### src/sv/lstu_pkg.sv
// Shared types and codes for the load/store transfer unit.
// No dependencies; imported by arm_load_store_transfer_unit.
package lstu_pkg;

    localparam int unsigned WordW  = 32;
    localparam int unsigned InDataW  = 168;
    localparam int unsigned OutDataW = 112;

    // Request kinds carried on the input tuser.
    typedef enum logic [1:0] {
        REQ_WORD_BYTE = 2'd0,
        REQ_HALF      = 2'd1,
        REQ_LOAD_RET  = 2'd2,
        REQ_UNUSED    = 2'd3
    } req_type_t;

    // Kind of the load waiting for its data.
    typedef enum logic [2:0] {
        KIND_WORD  = 3'd0,
        KIND_BYTE  = 3'd1,
        KIND_UHALF = 3'd2,
        KIND_SBYTE = 3'd3,
        KIND_SHALF = 3'd4
    } load_kind_t;

    typedef enum logic [1:0] {
        SHIFT_LSL = 2'd0,
        SHIFT_LSR = 2'd1,
        SHIFT_ASR = 2'd2,
        SHIFT_ROR = 2'd3
    } shift_type_t;

    // Transfer size codes on the memory request.
    localparam logic [1:0] SizeByte = 2'd0;
    localparam logic [1:0] SizeHalf = 2'd1;
    localparam logic [1:0] SizeWord = 2'd2;

    // S:H sub-codes of the halfword forms.
    localparam logic [1:0] ShNone  = 2'b00;
    localparam logic [1:0] ShUHalf = 2'b01;
    localparam logic [1:0] ShSByte = 2'b10;
    localparam logic [1:0] ShSHalf = 2'b11;

    localparam logic [3:0] RegPc = 4'hF;

    typedef struct packed {
        logic              mem_valid;
        logic              mem_write;
        logic [WordW-1:0]  mem_addr;
        logic [1:0]        mem_size;
        logic [WordW-1:0]  write_data;
        logic              wb_en;
        logic [3:0]        wb_index;
        logic [WordW-1:0]  wb_value;
        logic              pc_reload;
        logic              unsupported;
    } result_t;

endpackage

### src/sv/arm_load_store_transfer_unit.sv
// Top level of the ARMv4 single data transfer unit.
// Depends on lstu_pkg for the request codes, load kinds and result type.

// Takes one request per cycle on the input stream and returns exactly one result
// for each, in order, from the output register. An issue request decodes the
// offset (immediate, shifted or plain register, or split immediate),
// forms the pre- or post-indexed address and gives the memory request and any base
// write-back; a load issue leaves a pending record that the next load-return request
// uses to align or sign extend the returned word and write rd. The decode, the
// barrel shift and the 32-bit add sit between the input ports and the result
// register; a skid stage behind it keeps the input ready while one result stalls,
// so the throughput is one request per cycle as long as results are taken.
module arm_load_store_transfer_unit (
    input  logic                          aclk,
    input  logic                          aresetn,
    input  logic                          s_axis_tvalid,
    output logic                          s_axis_tready,
    // tdata, lowest bit up: instr[31:0], base_value[31:0], offset_reg_value[31:0],
    // store_value[31:0], carry_in, load_data[31:0], zero fill.
    input  logic [lstu_pkg::InDataW-1:0]  s_axis_tdata,
    // tuser: req_type[1:0].
    input  logic [1:0]                    s_axis_tuser,
    output logic                          m_axis_tvalid,
    input  logic                          m_axis_tready,
    // tdata, lowest bit up: mem_valid, mem_write, mem_addr[31:0], mem_size[1:0],
    // write_data[31:0], wb_en, wb_index[3:0], wb_value[31:0], pc_reload,
    // unsupported, zero fill.
    output logic [lstu_pkg::OutDataW-1:0] m_axis_tdata
);
    import lstu_pkg::*;

    logic [WordW-1:0] instr, base_value, offset_reg_value, store_value, load_data;
    logic             carry_in;
    req_type_t        req_type;

    assign instr            = s_axis_tdata[31:0];
    assign base_value       = s_axis_tdata[63:32];
    assign offset_reg_value = s_axis_tdata[95:64];
    assign store_value      = s_axis_tdata[127:96];
    assign carry_in         = s_axis_tdata[128];
    assign load_data        = s_axis_tdata[160:129];
    assign req_type         = req_type_t'(s_axis_tuser);

    // Pending load record.
    logic       pending_valid_reg, pending_valid_next;
    load_kind_t pending_kind_reg, pending_kind_next;
    logic [1:0] pending_addr_low_reg, pending_addr_low_next;
    logic [3:0] pending_dest_reg, pending_dest_next;

    logic    out_valid_reg, out_valid_next;
    logic    skid_valid_reg, skid_valid_next;
    result_t out_reg, out_next;
    result_t skid_reg, skid_next;

    logic s_accept;
    assign s_axis_tready = !skid_valid_reg;
    assign s_accept      = s_axis_tvalid && s_axis_tready;

    // ---------------- offset decode ----------------
    shift_type_t      shift_type;
    logic [4:0]       shift_amt;
    logic [WordW-1:0] shifted;
    logic [2*WordW-1:0] rot_pair;

    assign shift_type = shift_type_t'(instr[6:5]);
    assign shift_amt  = instr[11:7];
    assign rot_pair   = {offset_reg_value, offset_reg_value} >> shift_amt;

    always_comb begin
        unique case (shift_type)
            SHIFT_LSL: shifted = offset_reg_value << shift_amt;
            SHIFT_LSR: shifted = (shift_amt == 5'd0) ? '0 : (offset_reg_value >> shift_amt);
            SHIFT_ASR: begin
                // An amount of zero encodes a shift by 32: the sign fills the word.
                if (shift_amt == 5'd0) begin
                    shifted = {WordW{offset_reg_value[WordW-1]}};
                end else begin
                    shifted = WordW'($signed(offset_reg_value) >>> shift_amt);
                end
            end
            SHIFT_ROR: begin
                if (shift_amt == 5'd0) begin
                    shifted = {carry_in, offset_reg_value[WordW-1:1]};
                end else begin
                    shifted = rot_pair[WordW-1:0];
                end
            end
            default: shifted = offset_reg_value;
        endcase
    end

    logic             is_half, is_load, sh_bad;
    logic [1:0]       sh_code;
    logic [WordW-1:0] offset, addr, eff;

    assign is_half = (req_type == REQ_HALF);
    assign is_load = instr[20];
    assign sh_code = instr[6:5];
    assign sh_bad  = (sh_code == ShNone) || (!is_load && sh_code != ShUHalf);

    always_comb begin
        if (is_half) begin
            offset = instr[22] ? {24'd0, instr[11:8], instr[3:0]} : offset_reg_value;
        end else begin
            offset = instr[25] ? shifted : {20'd0, instr[11:0]};
        end
    end

    assign addr = instr[23] ? (base_value + offset) : (base_value - offset);
    assign eff  = instr[24] ? addr : base_value;

    // ---------------- load return alignment ----------------
    logic [7:0]       lane_byte;
    logic [15:0]      lane_half;
    logic [WordW-1:0] rot_word, ret_value;

    always_comb begin
        unique case (pending_addr_low_reg)
            2'd0: begin
                lane_byte = load_data[7:0];
                rot_word  = load_data;
            end
            2'd1: begin
                lane_byte = load_data[15:8];
                rot_word  = {load_data[7:0], load_data[31:8]};
            end
            2'd2: begin
                lane_byte = load_data[23:16];
                rot_word  = {load_data[15:0], load_data[31:16]};
            end
            default: begin
                lane_byte = load_data[31:24];
                rot_word  = {load_data[23:0], load_data[31:24]};
            end
        endcase
        lane_half = pending_addr_low_reg[1] ? load_data[31:16] : load_data[15:0];
    end

    always_comb begin
        unique case (pending_kind_reg)
            KIND_WORD:  ret_value = rot_word;
            KIND_BYTE:  ret_value = {24'd0, lane_byte};
            KIND_UHALF: begin
                // An odd address gives the halfword rotated right by one byte.
                ret_value = pending_addr_low_reg[0] ?
                            {lane_half[7:0], 16'd0, lane_half[15:8]} : {16'd0, lane_half};
            end
            KIND_SBYTE: ret_value = {{24{lane_byte[7]}}, lane_byte};
            default: begin
                ret_value = pending_addr_low_reg[0] ? {{24{lane_byte[7]}}, lane_byte}
                                                    : {{16{lane_half[15]}}, lane_half};
            end
        endcase
    end

    // ---------------- result and pending update ----------------
    result_t item_res;

    always_comb begin
        item_res              = '0;
        pending_valid_next    = pending_valid_reg;
        pending_kind_next     = pending_kind_reg;
        pending_addr_low_next = pending_addr_low_reg;
        pending_dest_next     = pending_dest_reg;

        unique case (req_type) inside
            REQ_WORD_BYTE, REQ_HALF: begin
                if (is_half && sh_bad) begin
                    item_res.unsupported = 1'b1;
                end else begin
                    item_res.mem_valid  = 1'b1;
                    item_res.mem_write  = !is_load;
                    item_res.mem_addr   = eff;
                    item_res.write_data = is_load ? '0 : store_value;
                    if (is_half) begin
                        item_res.mem_size = (sh_code == ShSByte) ? SizeByte : SizeHalf;
                    end else begin
                        item_res.mem_size = instr[22] ? SizeByte : SizeWord;
                    end
                    if (!instr[24] || instr[21]) begin
                        item_res.wb_en    = 1'b1;
                        item_res.wb_index = instr[19:16];
                        item_res.wb_value = addr;
                    end
                    if (is_load) begin
                        pending_valid_next    = 1'b1;
                        pending_addr_low_next = eff[1:0];
                        pending_dest_next     = instr[15:12];
                        if (is_half) begin
                            case (sh_code)
                                ShUHalf: pending_kind_next = KIND_UHALF;
                                ShSByte: pending_kind_next = KIND_SBYTE;
                                default: pending_kind_next = KIND_SHALF;
                            endcase
                        end else begin
                            pending_kind_next = instr[22] ? KIND_BYTE : KIND_WORD;
                        end
                    end
                end
            end
            REQ_LOAD_RET: begin
                if (pending_valid_reg) begin
                    item_res.wb_en     = 1'b1;
                    item_res.wb_index  = pending_dest_reg;
                    item_res.wb_value  = ret_value;
                    item_res.pc_reload = (pending_dest_reg == RegPc);
                    pending_valid_next = 1'b0;
                end
            end
            default: item_res = '0;
        endcase
    end

    // ---------------- output register and skid stage ----------------
    always_comb begin
        out_valid_next  = out_valid_reg;
        out_next        = out_reg;
        skid_valid_next = skid_valid_reg;
        skid_next       = skid_reg;
        if (m_axis_tready || !out_valid_reg) begin
            if (skid_valid_reg) begin
                out_valid_next  = 1'b1;
                out_next        = skid_reg;
                skid_valid_next = 1'b0;
            end else begin
                out_valid_next = s_accept;
                out_next       = item_res;
            end
        end else if (s_accept) begin
            skid_valid_next = 1'b1;
            skid_next       = item_res;
        end
    end

    always_ff @(posedge aclk) begin
        if (!aresetn) begin
            out_valid_reg        <= 1'b0;
            skid_valid_reg       <= 1'b0;
            pending_valid_reg    <= 1'b0;
            pending_kind_reg     <= KIND_WORD;
            pending_addr_low_reg <= 2'd0;
            pending_dest_reg     <= 4'd0;
        end else begin
            out_valid_reg  <= out_valid_next;
            skid_valid_reg <= skid_valid_next;
            if (s_accept) begin
                pending_valid_reg    <= pending_valid_next;
                pending_kind_reg     <= pending_kind_next;
                pending_addr_low_reg <= pending_addr_low_next;
                pending_dest_reg     <= pending_dest_next;
            end
        end
    end

    always_ff @(posedge aclk) begin
        out_reg  <= out_next;
        skid_reg <= skid_next;
    end

    assign m_axis_tvalid = out_valid_reg;
    assign m_axis_tdata  = {5'd0, out_reg.unsupported, out_reg.pc_reload, out_reg.wb_value,
                            out_reg.wb_index, out_reg.wb_en, out_reg.write_data,
                            out_reg.mem_size, out_reg.mem_addr, out_reg.mem_write,
                            out_reg.mem_valid};

    // ---------------- assertions ----------------
    a_skid_behind_out: assert property (@(posedge aclk) disable iff (!aresetn)
        skid_valid_reg |-> out_valid_reg)
        else $error("skid stage holds a result while the output register is empty");

    a_unsup_no_access: assert property (@(posedge aclk) disable iff (!aresetn)
        (out_valid_reg && out_reg.unsupported) |-> (!out_reg.mem_valid && !out_reg.wb_en))
        else $error("unsupported request produced an access or write-back");

    a_reload_pc: assert property (@(posedge aclk) disable iff (!aresetn)
        (out_valid_reg && out_reg.pc_reload) |-> (out_reg.wb_en && out_reg.wb_index == RegPc))
        else $error("pipeline reload without a write of the program counter");

    a_load_pending: assert property (@(posedge aclk) disable iff (!aresetn)
        (s_accept && item_res.mem_valid && !item_res.mem_write) |=> pending_valid_reg)
        else $error("accepted load left no pending record");

endmodule
### config.mk
export PLATFORM = sky130hd
export DESIGN_NAME = arm_load_store_transfer_unit
export DESIGN_NICKNAME = d
export VERILOG_FILES = /design/src/sv/lstu_pkg.sv /design/src/sv/arm_load_store_transfer_unit.sv
export SDC_FILE = /design/constraint.sdc
export NUM_CORES = 1
export LEC_CHECK = 0
export ABC_AREA = 1
export BUFFER_PORTS_ARGS = -buffer_cell sky130_fd_sc_hd__buf_4
export CORE_ASPECT_RATIO = 0.5
export CORE_UTILIZATION = 35
export DETAILED_ROUTE_END_ITERATION = 8
export RECOVER_POWER = 25
export SYNTH_ARGS = -nofsm -noshare
export SYNTH_HDL_FRONTEND = slang
export SYNTH_SLANG_ARGS = --single-unit
### constraint.sdc
create_clock -name aclk -period 22.2 [get_ports aclk]
set_input_delay 1.11 -clock aclk [delete_from_list [all_inputs] [get_ports aclk]]
set_output_delay 1.11 -clock aclk [all_outputs]
set_load 0.03 [all_outputs]
==> results.ini, run 1 <==
[status]
outcome=complete, but fails checks
violated_checks=capacitance limit, slew limit

[floorplanning]
dieArea_mm2=0.0551
io_pins=288
vertical_die_dimension_um=166
rows=59
initial_cell_density_of_the_core=0.359
die_width_um=331
core_region_area_mm2=0.0527

[clock_tree]
cts_post_setup_buffers_inserted=0
cts-htree-levels=1
cts-buffers-inserted=25
clock_tree_from_tritoncts=built
clkSlewWorstSetupHoldPaths_ns=0.06
clock_insertion_delay_worst_skew_ns=0.56
cts-root-to-sink-buffers=3
clock-root-buffer=clkbuf_16
cts.sinks=226
cts_resized=0
postCtsHoldBufs=0

[final_layout]
post_route_cells_drive_above_1_share=0.118
final-instance-count-excl-fill=3702
fin_nets=3197
synthToLayoutAreaGrowth_pct=15.4

[logic_synthesis]
syn-cell-area_mm2=0.0189
yosys_top_cell_area_share=0.340
synth.yosys.seq_area_share=0.352
syn_area_per_cell_um2=6.73
synthTopCellsByArea=edfxtp_1 (34%), nand2_1 (20%), nand3_1 (8.1%)
synth-edff-count=214
ys_async_sr_fraction=0
synthMostInstantiatedCell=nand2_1
count_of_distinct_cell_types_in_the_synthesized_netlist=56
syn-instance-count=2813
most_used_flip_flop_cell_after_synthesis=edfxtp_1
synth.ff_latch_count=226
netlist_top_cells_count=nand2_1 (1018), nand3_1 (308), edfxtp_1 (214)
synth_top_cell_by_area=edfxtp_1
ys.warnings.count=0

[timing]
layout_setup_ws_ns=13.80
clock-skew-final_ns=0.0331
timing.fmax_mhz=119
rsz0062_at_grt=no
min_period_over_period=0.378
fin_crit_ns=8.40
finalSetupViolCount=0
max-slew-margin-rel=-0.516
finalSetupTns_ns=0
hold_violations=0
worst-slew-pin-transition_ns=2.26
finalMaxSlewViolations=83

[power]
max-vdd-ir-drop_mv=0.0529
leakagePower_nw=10.2
fin_total_pwr_mw=1.46
power.density_mw_per_mm2=67.0

[setup_path]
worstSetupPathType=input pin to flop
r2r_slack_ns=16.86
crit_path_top_delay_cell=buf_4
timing.critical_path.from_type=input pin
crit_path_max_fanout=63
cp_common_cell=nand2_1
worst_setup_path_end_kind=flop
timing.critical_path.slowest_cell_delay_ns=0.55
critPathRequiredTime_ns=22.45
crit_arrival_ns=8.65

[detailed_routing]
drtPass1Iterations=8
drt-total-wl_um=76800
routedWlPerCell_um=20.7
drc_errors_left=0
vias_per_cell=5.45
route.antenna.remaining_nets=0
drt-initial-drc-count=2285
route.vias.total=20200

[placement]
portBuffers=269
dpl_worst_slack_ns=13.44
placedCellCount=3652
gp_congestion=1.00
detailed_place_hpwl_um=56600

[hold_path]
hold_path_class=flop to flop

[grt]
wire_length_of_the_first_global_routing_pass_um=114000
globalRoute.totalOverflow=0
first_global_vias=18600
antenna_found_initial=6
globalRouteTotalUtil=0.271
maximum_number_of_pins_on_one_net_before_global_route_repair=86

[flow_run]
max-cap-violations=2

## cell usage in the layout (no fill, tap or decap), types with 16 or more instances in the layout
cell type  count
nand2_2       16
clkbuf_16     25
nand2_1     1018
inv_1        208
o21ai_1       45
o21ai_0      194
ha_1          43
nand3_1      308
xor2_1        29
xnor2_1       23
clkbuf_1      74
nor2_1       172
a31oi_1       25
a21oi_1      123
nand4_1       18
edfxtp_1     214
or2_2         24
buf_4        226
o211ai_1      30
## cell families after synthesis
kind of cell / Yosys count / share of synthesized area
other: 1 / 0.000198
buffers and inverters: 387 / 0.0832
muxes: 7 / 0.00370
and+or+nand+nor: 1604 / 0.358
adders and majority gates: 45 / 0.0301
xor gates and xnor gates: 52 / 0.0241
DFF: 226 / 0.352
AOI/OAI and AO/OA: 491 / 0.149
## routing by layer
layer	vias up	routed length, µm	global-route usage
met2	879	35800	0.449
li1	9722	-	-
met5	-	0	0
met1	9439	32900	0.367
met4	0	2490	0.0902
met3	141	5620	0.0295
## power by group
part,leakage [nW],internal (mW),switching (mW),total [mW]
Clock,0.364,0.219,0.173,0.393
Sequential,2.31,0.513,0.0120,0.525
Combinational,7.50,0.161,0.385,0.546
Total,10.2,0.893,0.570,1.46
## worst max-delay path: cells and delay by family
kind / cells / cell delay (ns)
AO/OA/AOI/OAI: 8 / 1.98
buffers and inverters: 7 / 1.85
AND/OR/NAND/NOR: 18 / 2.61
adder cells (fa/ha/maj): 2 / 0.56
XOR/XNOR: 2 / 0.48
## metrics by stage
step,area [µm²],utilization,hold slack (ns)
after global placement,21300,0.405,0.454
after global routing,21800,0.414,0.480
after CTS,22100,0.419,0.466
after detailed placement,21300,0.405,0.457
final,21800,0.414,0.466
after floorplan,18900,-,0.444
## path summary, 6_finish.rpt
| check | start | to | cells past startpoint |
|---|---|---|---|
| setup / recovery | s_axis_tdata[8] | m_axis_tdata[31]$_DFFE_PP_ | 37 |
| hold / removal | pending_dest_reg[1]$_SDFFE_PN0P_ | pending_dest_reg[1]$_SDFFE_PN0P_ | 2 |
| setup reg to reg | m_axis_tvalid$_SDFFE_PN0P_ | skid_reg[44]$_DFFE_PP_ | 6 |
| hold reg to reg | pending_dest_reg[1]$_SDFFE_PN0P_ | pending_dest_reg[1]$_SDFFE_PN0P_ | 2 |
## final cells by class
| cell class | count | area (µm²) |
|---|---|---|
| Sequential cell | 226 | 6670 |
| Inverter | 224 | 843 |
| Multi-Input combinational cell | 2204 | 10700 |
| Tap cell | 701 | 877 |
| Fill cell | 5719 | 30900 |
| Antenna cell | 4 | 10.0 |
| Timing Repair Buffer | 297 | 1970 |
| Clock buffer | 29 | 641 |
| Clock inverter | 17 | 120 |
No activity file was read; power rests on OpenSTA's default activity.
==> run 2: changes to the inputs <==
--- a/config.mk
+++ b/config.mk
@@ -5,7 +5,7 @@
 export SDC_FILE = /design/constraint.sdc
 export NUM_CORES = 1
 export LEC_CHECK = 0
-export ABC_AREA = 1
+export ABC_AREA = 0
 export BUFFER_PORTS_ARGS = -buffer_cell sky130_fd_sc_hd__buf_4
 export CORE_ASPECT_RATIO = 0.5
 export CORE_UTILIZATION = 35
==> constraint.sdc (replaced) <==
create_clock -name aclk -period 8.25 [get_ports aclk]
set_input_delay 0.4125 -clock aclk [delete_from_list [all_inputs] [get_ports aclk]]
set_output_delay 0.4125 -clock aclk [all_outputs]
set_load 0.03 [all_outputs]
==> run 2 against run 1 <==
  * Clock power grew to 3.0 times the previous value
  * Utilization increased by 0.58 points
  * Largest cell class unchanged
  * Sequential cell count stayed put
  * Combinational power grew to 2.9 times the previous value
  * Non-clock buffer count is 52 higher
  * Synthesized cell count is 28% lower
  * The run still ends with capacitance limit, slew limit left
  * Worst hold slack lost 0.33 ns
  * First-iteration DRC count fell by 13%
==> results.ini, run 2 <==
[timing]
max-slew-margin-rel=-0.840  ; -0.324
layout_setup_ws_ns=1.03  ; -12.77 ns
fin_crit_ns=7.22
min_period_over_period=0.875
finalSetupViolCount=0  ; unchanged
finalMaxSlewViolations=56  ; -33%
timing.fmax_mhz=139
rsz0062_at_grt=no
finalSetupTns_ns=0  ; unchanged
worst-slew-pin-transition_ns=2.76  ; +0.498 ns
hold_violations=0  ; unchanged
clock-skew-final_ns=0.0148  ; -0.0183 ns

[grt]
wire_length_of_the_first_global_routing_pass_um=121000  ; +5.5%
globalRoute.totalOverflow=0  ; unchanged
maximum_number_of_pins_on_one_net_before_global_route_repair=79  ; -8.1%
antenna_found_initial=2  ; -4
globalRouteTotalUtil=0.288  ; +0.0168
first_global_vias=17300  ; -7.2%

[clock_tree]
cts_resized=0  ; unchanged
cts-buffers-inserted=25  ; unchanged
clkSlewWorstSetupHoldPaths_ns=0.06  ; about the same
cts_post_setup_buffers_inserted=0  ; unchanged
postCtsHoldBufs=0  ; unchanged
cts-root-to-sink-buffers=3  ; unchanged
clock-root-buffer=clkbuf_16
clock_insertion_delay_worst_skew_ns=0.55  ; about the same
cts-htree-levels=1  ; unchanged
cts.sinks=226  ; unchanged
clock_tree_from_tritoncts=built

[logic_synthesis]
yosys_top_cell_area_share=0.331  ; -0.00864
syn-instance-count=2019  ; -28%
post_synth_and_or_nand_nor_area_fraction=0.146  ; -0.212
syn-cell-area_mm2=0.0194  ; +2.6%
synth.ff_latch_count=226  ; unchanged
synthMostInstantiatedCell=edfxtp_1
synth_xor_area_frac=0.0260  ; +0.00190
synth_top_family_by_area=multiplexers
synth-compound-area-share=0.188  ; +0.0391
yosys.area_share.adder=0.0294  ; -0.000767
synthTopCellsByArea=edfxtp_1 (33%), mux4_2 (8.7%), mux2_2 (7.9%)
ys.warnings.count=0  ; unchanged
ys_async_sr_fraction=0  ; unchanged
most_used_flip_flop_cell_after_synthesis=edfxtp_1
synth_top_cell_by_area=edfxtp_1
netlist_top_cells_count=edfxtp_1 (214), nand2_1 (196), nor2_1 (184)
synth-edff-count=214  ; unchanged
synth.yosys.seq_area_share=0.343  ; -0.00896
count_of_distinct_cell_types_in_the_synthesized_netlist=89  ; +59%
synth.mux.area_fraction=0.219  ; +0.216
syn_area_per_cell_um2=9.62  ; +43%

[detailed_routing]
routedWlPerCell_um=28.2  ; +36%
route.vias.total=18400  ; -8.8%
route.antenna.remaining_nets=0  ; unchanged
drt-total-wl_um=84200  ; +9.6%
vias_per_cell=6.17  ; +13%
drc_errors_left=0  ; unchanged
drt-initial-drc-count=1995  ; -13%
drtPass1Iterations=7  ; -1

[setup_path]
critPathRequiredTime_ns=8.54  ; -13.91 ns
timing.critical_path.from_type=input pin
critical_path.n_buffers_inverters=2  ; -5
crit_arrival_ns=7.51  ; -1.14 ns
crit_path_max_fanout=55  ; -13%
timing.critical_path.slowest_cell_delay_ns=0.66  ; +0.11 ns
worst_setup_path_end_kind=flop
worstSetupPathType=input pin to flop
crit_path_top_delay_cell=nor4_1
worstPathCellList=buf_4, buf_4, mux2_2, mux4_2, mux2i_1, o221a_2, o22ai_1, nor4_1, nor4b_2, and2_1, a31oi_1, xnor2_1, ha_1, nand4_1, o31ai_1, a21boi_0, o21ai_0, a31o_2, a31oi_1, xnor2_1, o2bb2ai_1, mux2_2
critical-path-top-delay-family=compound AO/OA/AOI/OAI gates
r2r_slack_ns=3.44  ; -13.42 ns

[final_layout]
post_route_cells_drive_above_1_share=0.253  ; +0.134
mostFrequentLayoutCell=buf_4
post-route-cell-area_mm2=0.0228  ; +4.4%
final_cell_mix=buf_4 (267), edfxtp_1 (214), nand2_1 (196), nor2_1 (181), a21oi_1 (146)
fin_nets=2434  ; -24%
n_fill_cell=5402  ; -5.5%
synthToLayoutAreaGrowth_pct=17.4
final-instance-count-excl-fill=2981  ; -19%

[floorplanning]
core_region_area_mm2=0.0543  ; +3.0%
vertical_die_dimension_um=169  ; +1.3%
initial_cell_density_of_the_core=0.358  ; -0.00127
io_pins=288  ; unchanged
die_width_um=335  ; +1.3%
rows=60  ; +1.7%
dieArea_mm2=0.0565  ; +2.6%

[power]
power.density_mw_per_mm2=184  ; +170%
fin_total_pwr_mw=4.19  ; +190%
leakagePower_nw=8.59  ; -16%
max-vdd-ir-drop_mv=0.145  ; +170%

[placement]
placed_area_mm2=0.0223  ; +4.3%
detailed_place_hpwl_um=62800  ; +11%
placedCellCount=2932  ; -20%
gp_congestion=1.05  ; +5.1%
dpl_worst_slack_ns=0.610  ; -12.83 ns
portBuffers=269  ; unchanged

[flow_run]
max-cap-violations=1  ; -1

[hold_path]
hold_path_class=input pin to flop

[status]
violated_checks=capacitance limit, slew limit
outcome=complete, but fails checks

run 2: stage by stage:
stage	hold slack, ns	util
3_3_place_gp	0.452	0.410
2_1_floorplan	0.444	-
4_1_cts	0.116	0.426
6_report	0.132	0.420
5_1_grt	0.129	0.420
3_5_place_dp	0.464	0.410
run 2: report_power, final:
part / switching (mW) / total (mW) / leakage, nW / internal, mW
Clock: 0.475 / 1.17 / 0.425 / 0.698
Sequential: 0.0340 / 1.42 / 2.26 / 1.38
Combinational: 1.04 / 1.60 / 5.90 / 0.554
run 2: path summary, 6_finish.rpt:
check,start,endpoint,cells past startpoint
hold reg to reg,pending_dest_reg[3]$_SDFFE_PN0P_,pending_dest_reg[3]$_SDFFE_PN0P_,2
setup reg to reg,m_axis_tvalid$_SDFFE_PN0P_,skid_reg[17]$_DFFE_PP_,4
setup / recovery,s_axis_tdata[7],m_axis_tdata[98]$_DFFE_PP_,22
hold / removal,s_axis_tdata[14],pending_dest_reg[2]$_SDFFE_PN0P_,3
run 2: area by class of cell:
type                            instances  area [µm²]  area share
Multi-Input combinational cell       1575       11900       0.521
Timing Repair Buffer                  349        2330       0.102
Antenna cell                            3        7.51    0.000329
Clock buffer                           28         657      0.0288
Sequential cell                       226        6670       0.292
Clock inverter                         18         196     0.00861
Tap cell                              744         931      0.0408
Inverter                               38         144     0.00631
run 2: kinds of logic (layout without fill, tap and decap cells):
kind of cell,count (synthesis),count (layout)
compound gates,548,548
xor+xnor,56,56
fa+ha+maj,45,45
buf+inv,222,433
flops,226,226
mux,314,314
other cells,1,8
simple gates,607,607
run 2: layer usage:
layer  wire (µm)  GRT usage
met1       36700      0.409
met5           0          0
met3        7710     0.0509
met4        2770     0.0889
met2       37000      0.445
run 2: worst reg2reg max path, stage by stage (launching register included):
cell	delay, ns
dfxtp_1	0.34
nand2b_1	1.36
nor2b_4	1.54
buf_4	0.56
buf_4	0.63
